File: config.mk
export PLATFORM = sky130hd
export DESIGN_NAME = dpq_cell
export DESIGN_NICKNAME = d
export VERILOG_FILES = /design/src/rtl/core/dpq_pkg.sv /design/src/rtl/core/dpq_cell.sv
export SDC_FILE = /design/constraint.sdc
export NUM_CORES = 1
export LEC_CHECK = 0
export BUFFER_PORTS_ARGS = -buffer_cell sky130_fd_sc_hd__buf_2
export CAP_MARGIN = 10
export CORE_AREA = 2 2 127 129
export CTS_BUF_LIST = sky130_fd_sc_hd__clkbuf_8
export CTS_CLUSTER_SIZE = 30
export DETAILED_ROUTE_END_ITERATION = 16
export DIE_AREA = 0 0 129 131
export PLACE_DENSITY = 0.78
export SLEW_MARGIN = 20
export SYNTH_ARGS = -nofsm -noshare
export SYNTH_HDL_FRONTEND = slang
export SYNTH_SLANG_ARGS = --single-unit
File: constraint.sdc
create_clock -name aclk -period 3 [get_ports aclk]
set_input_delay 0.6 -clock aclk [delete_from_list [all_inputs] [get_ports aclk]]
set_output_delay 0.6 -clock aclk [all_outputs]
set_load 0.01 [all_outputs]
File: src/rtl/core/dpq_pkg.sv
// Types, codes and the ranking function of the deadline priority queue.
// No dependencies; used by dpq_cell and deadline_priority_queue.
`timescale 1ns / 1ps

package dpq_pkg;

    localparam int PRI_W  = 8;
    localparam int TIME_W = 32;
    localparam int PAY_W  = 32;
    localparam int STAT_W = 2;

    // command codes
    localparam logic CMD_PUSH = 1'b0;
    localparam logic CMD_POP  = 1'b1;

    // status codes
    localparam logic [STAT_W-1:0] STAT_OK    = 2'd0;
    localparam logic [STAT_W-1:0] STAT_FULL  = 2'd1;
    localparam logic [STAT_W-1:0] STAT_EMPTY = 2'd2;

    typedef struct packed {
        logic [PRI_W-1:0]  pri;
        logic [TIME_W-1:0] deadline;
        logic [PAY_W-1:0]  payload;
    } entry_t;

    // what a cell loads on the next edge
    typedef enum logic [1:0] {
        OP_HOLD,
        OP_LOAD_NEW,
        OP_FROM_LEFT,
        OP_FROM_RIGHT
    } cell_op_t;

    // compare results a cell reports to the controller
    typedef struct packed {
        logic beats;  // new word strictly outranks this cell's entry
        logic live;   // this cell's deadline lies after the current time
    } cell_flags_t;

    typedef enum logic [1:0] {
        S_IDLE,
        S_MARK,
        S_APPLY
    } state_t;

    // higher priority first, then later deadline
    function automatic logic outranks(input entry_t a, input entry_t b);
        logic res;
        if (a.pri != b.pri) begin
            res = (a.pri > b.pri);
        end else begin
            res = (a.deadline > b.deadline);
        end
        return res;
    endfunction

endpackage

File: src/rtl/core/dpq_cell.sv
// One slot of the sorted chain: holds an entry, compares it against the
// incoming word and loads from itself, the new word or a neighbour. Uses dpq_pkg.
`timescale 1ns / 1ps

module dpq_cell (
    input  logic                    aclk,
    input  dpq_pkg::cell_op_t       op,
    input  dpq_pkg::entry_t         new_entry,
    input  logic [dpq_pkg::TIME_W-1:0] current_time,
    input  dpq_pkg::entry_t         left_entry,
    input  dpq_pkg::entry_t         right_entry,
    output dpq_pkg::entry_t         entry_q,
    output dpq_pkg::cell_flags_t    flags
);
    import dpq_pkg::*;

    entry_t entry_reg;
    entry_t entry_next;

    always_comb begin
        case (op)
            OP_HOLD:       entry_next = entry_reg;
            OP_LOAD_NEW:   entry_next = new_entry;
            OP_FROM_LEFT:  entry_next = left_entry;
            OP_FROM_RIGHT: entry_next = right_entry;
            default:       entry_next = entry_reg;
        endcase
    end

    always_ff @(posedge aclk) begin
        entry_reg <= entry_next;
    end

    assign entry_q     = entry_reg;
    assign flags.beats = outranks(new_entry, entry_reg);
    assign flags.live  = (entry_reg.deadline > current_time);

endmodule
* Word level (Yosys, flattened, before mapping)
Cells that the tools add are included.
Storage, ports and cells: output and inout bits 74, word-level logic and storage cells 13, input bits 251, flip-flop bits (word level) 72
Operators by class: magnitude comparators 3, equal/unequal tests 4, reduce and logical (&&, ||, !) cells 1, multiplexer cells 2
Operators with widths (number):
- one-hot mux 72 bit (3 select lines) | 1
- > comparator 32 bit | 2
- > comparator 8 bit | 1
- inequality test 8 bit | 1
- equality test 2 bit, second input constant | 2
- equality test 2 x 1 -> 1 bit, second input constant | 1
- logical NOT 2 bit | 1
- 2-to-1 mux 1 bit | 1

* Longest topological paths before layout
depth in word-level cells 2, mapped depth 8, depth with buffers taken out 8

* Worst setup path before layout
OpenSTA, ideal clock, no wires.
path kind input-to-reg, from input op[0], to register entry_reg, in the netlist entry_q[0] (enable), setup slack 570 ps, stages 3, setup time 399 ps, path buffers 2, data required time 2601 ps, arrival time 2031 ps, cell sequence buf_2 > buf_2 > or2_2
On the way: word-level cells in the longest chain between the ends 1
RTL lines:
- start, declared | line dpq_cell.sv:7 | input dpq_pkg::cell_op_t op,
- logical NOT 2 bit | line dpq_cell.sv:21 | case (op)
- end signal, assigned | line dpq_cell.sv:31 | entry_reg <= entry_next;
- end, declared | line dpq_cell.sv:17 | entry_t entry_reg;
No other way between the ends. A chain may end at the register's enable or synchronous reset.

==> results.sh <==
export IMPL_relSlewSlack_pct=61.7
export IMPL_min_to="entry_q[15]"
export IMPL_muxShareOfSynthArea_pct=13.2
export IMPL_dr_total_vias=5319
export IMPL_largest_reg_flops=72
export IMPL_synth_xor_xnor_area_share_pct=0
export IMPL_worstHoldStart="new_entry[15]"
export IMPL_worst_path_max_fanout=3
export IMPL_regArea_sq_mm=0.00216
export IMPL_p_per_area_mw_per_mm2=417
export IMPL_grt_max_degree=145
export IMPL_crit_type="flip-flop to output pin"
export IMPL_utilization_pct=48.8
export IMPL_synthArstFlopShare_pct=0
export IMPL_synth_cell_area_sq_mm=0.00544
export IMPL_place_inst=1092
export IMPL_nNetsFinal=1212
export IMPL_grt_antenna_before_repair=1
export IMPL_synth_top_area_cell="edfxtp_1"
export IMPL_num_rows=46
export IMPL_rsz0062_at_grt="yes"
export IMPL_synth_edf_count=72
export IMPL_fp_dieH_um=131
export IMPL_yosysMostFrequentCell="a21oi_1"
export IMPL_clkTransAtPathRegs_ns=0.09
export IMPL_dieArea_sq_mm=0.0169
export IMPL_synthDistinctLibCells=33
export IMPL_multiInputGateArea_sq_mm=0.00294
export IMPL_fmax_ghz=0.345
export IMPL_drive_above_1_share_pct=40.0
export IMPL_chipWidth_um=129
export IMPL_setup_ws_ns=0.102
export IMPL_cts_tree="yes"
export IMPL_hold_viol_final=0
export IMPL_whs_path_depth=3
export IMPL_synth_compound_area_share_pct=13.3
export IMPL_drt_total_wl_um=17000
export IMPL_hpwl_um=13700
export IMPL_final_cell_area_sq_mm=0.00762
export IMPL_arrival_ns=2.30
export IMPL_critical_path_slowest_cell="edfxtp_1"
export IMPL_yosys_area_share_simple_pct=10.1
export IMPL_syn_num_nets=890
export IMPL_routedWlPerCell_um=15.3
export IMPL_drv_cap=0
export IMPL_path_buf_inv=1
export IMPL_synth_flop_cell="edfxtp_1"
export IMPL_drv_slew=0
export IMPL_numCtsBuffers=9
export IMPL_drtPass1Iterations=5
export IMPL_port_buffers=324
export IMPL_cp_cell_sequence="ha_1 > a21o_1 > a221oi_1 > o41ai_2 > nor3_2 > a22oi_1 > buf_2"
export IMPL_start_kind="flip-flop"
export IMPL_ys_ff_latch=72
export IMPL_grt_usage_pct=19.0
export IMPL_yosys_top_cells_count="97 x a21oi_1, 75 x nor2_1, 74 x inv_1"
export IMPL_critPathMaxStageDelay_ns=0.45
export IMPL_synth_warnings=0
export IMPL_setup_viol=0
export IMPL_synthTopCellsByArea="edfxtp_1 40%, ha_1 17%, mux2i_1 13%, a21oi_1 8.9%, nor2_1 5.2%"
export IMPL_fill_cells=1468
export IMPL_clockRootBuffer="clkbuf_8"
export IMPL_synthAdderAreaFrac_pct=16.5
export IMPL_hp_class="input pin to flip-flop"
export IMPL_status="finished clean"
export IMPL_ir_drop_v=0.000248
export IMPL_grt_pass1_vias=5010
export IMPL_synth_top_area_share_pct=39.7
export IMPL_final_antenna_net_count=0
export IMPL_leakage_nw=4.03
export IMPL_vias_per_cell=4.79
export IMPL_period_share_pct=96.6
export IMPL_htreeDepth=3
export IMPL_initial_core_util_pct=34.9
export IMPL_cp_top_family="compound AO/OA/AOI/OAI gates"
export IMPL_cts_hold_buffers=0
export IMPL_io_pins=325
export IMPL_required_ns=2.40
export IMPL_pre_cts_ws_ns=0.166
export IMPL_drc=0
export IMPL_fin_crit_ns=2.90
export IMPL_drt_iter0_drc=209
export IMPL_end_kind="output pin"
export IMPL_tightest_slew_ns=0.574
export IMPL_grt_first_pass_wirelength_um=24500
export IMPL_syn_inst=567
export IMPL_ys_seq_area_share_pct=39.7
export IMPL_cts_buffer_depth=2
export IMPL_synthToLayoutAreaGrowth_pct=39.9
export IMPL_place_area_sq_mm=0.00734
export IMPL_clock_sinks=72
export IMPL_place_congestion=0.801
export IMPL_grt_overflow=0
export IMPL_synth_top_family_by_area="adder cells"
export IMPL_power_mw=3.17
export IMPL_stdcell_count=1111
export IMPL_synth_area_per_cell_sq_um=9.60
export IMPL_core_area_sq_mm=0.0156
## tightest hold or removal path: stages
cell	delay (ns)
buf_2	0.07
nor2_1	0.03
a21oi_1	0.10
## metal layers
layer | vias up | GRT usage (%) | wire length, um
met5 | - | 0 | 0
met4 | 0 | 6.46 | 286
met3 | 20 | 4.28 | 1080
met2 | 202 | 33.7 | 8620
met1 | 2413 | 22.7 | 7050
li1 | 2684 | - | -
## cells in the final DEF (no fill, tap or decap), types with 2 or more instances in the layout
cell type	synthesis	routed
nor2_1	75	75
nand2b_1	2	2
nand2_1	9	9
nand4_1	16	16
buf_2	6	322
nand3_1	5	4
inv_1	74	74
edfxtp_1	72	72
nor3_2	0	2
a21oi_1	97	97
a211oi_1	3	3
a21o_1	10	10
bufinv_16	0	2
o211ai_1	2	2
clkinvlp_4	0	2
buf_4	4	10
nor2b_1	3	3
buf_12	0	3
ha_1	72	72
o21ai_0	10	10
clkinv_4	0	2
clkbuf_8	0	9
nor3_1	5	3
nor4_1	3	2
mux2i_1	72	72
## area by class of cell
type                    instances  share of cell area [%]
multi-input cells             397                    38.6
flip-flops and latches         72                    28.4
inverters                      74                    3.65
clock inverters                 7                    1.26
well taps                     216                    3.55
diodes                          1                  0.0329
repair buffers                335                    22.9
clock buffers                   9                    1.63
## where the power goes
group	internal, mW	leakage, nW	switching [mW]	total (mW)
Sequential	1.25	0.725	0.0704	1.32
Combinational	0.453	3.21	0.512	0.965
Clock	0.468	0.103	0.422	0.890
Total	2.17	4.03	1.00	3.17
## per-stage QoR
stage / hold WS [ns] / TNS [ns]
final: 0.556 / 0
after global routing: 0.537 / -0.0528
after CTS: 0.525 / 0
after detailed placement: 0.926 / 0
after global placement: 0.916 / 0
after floorplan: 0.826 / 0
## cell families (layout without fill, tap and decap cells)
kind of cell,after synthesis,in the layout
flops,72,72
fa+ha+maj,72,72
mux,72,72
simple gates,123,123
other cells,0,1
compound gates,130,130
buf+inv,98,425
## timing repair
item / 4_1_cts / 5_1_grt
resized for setup: 1 / 6
endpoints found under the setup margin: 1 / 2
cloned: 0 / 0
pin swaps: 0 / 2
buffers inserted: 0 / 2
## worst max-delay path by stage
stage | start | to | slack, ns | cells after the start
finish | entry_q[49] | flags[0] | 0.10 | 7
global route | entry_q[49] | flags[0] | -0.05 | 7
CTS | entry_q[55] | flags[0] | 0.04 | 7
detailed placement | current_time[23] | flags[0] | 0.17 | 9
global placement | current_time[25] | flags[0] | 0.14 | 9
floorplan | op[0] | entry_q[0] | 0.57 | 3
No activity file was read; power rests on OpenSTA's default activity.
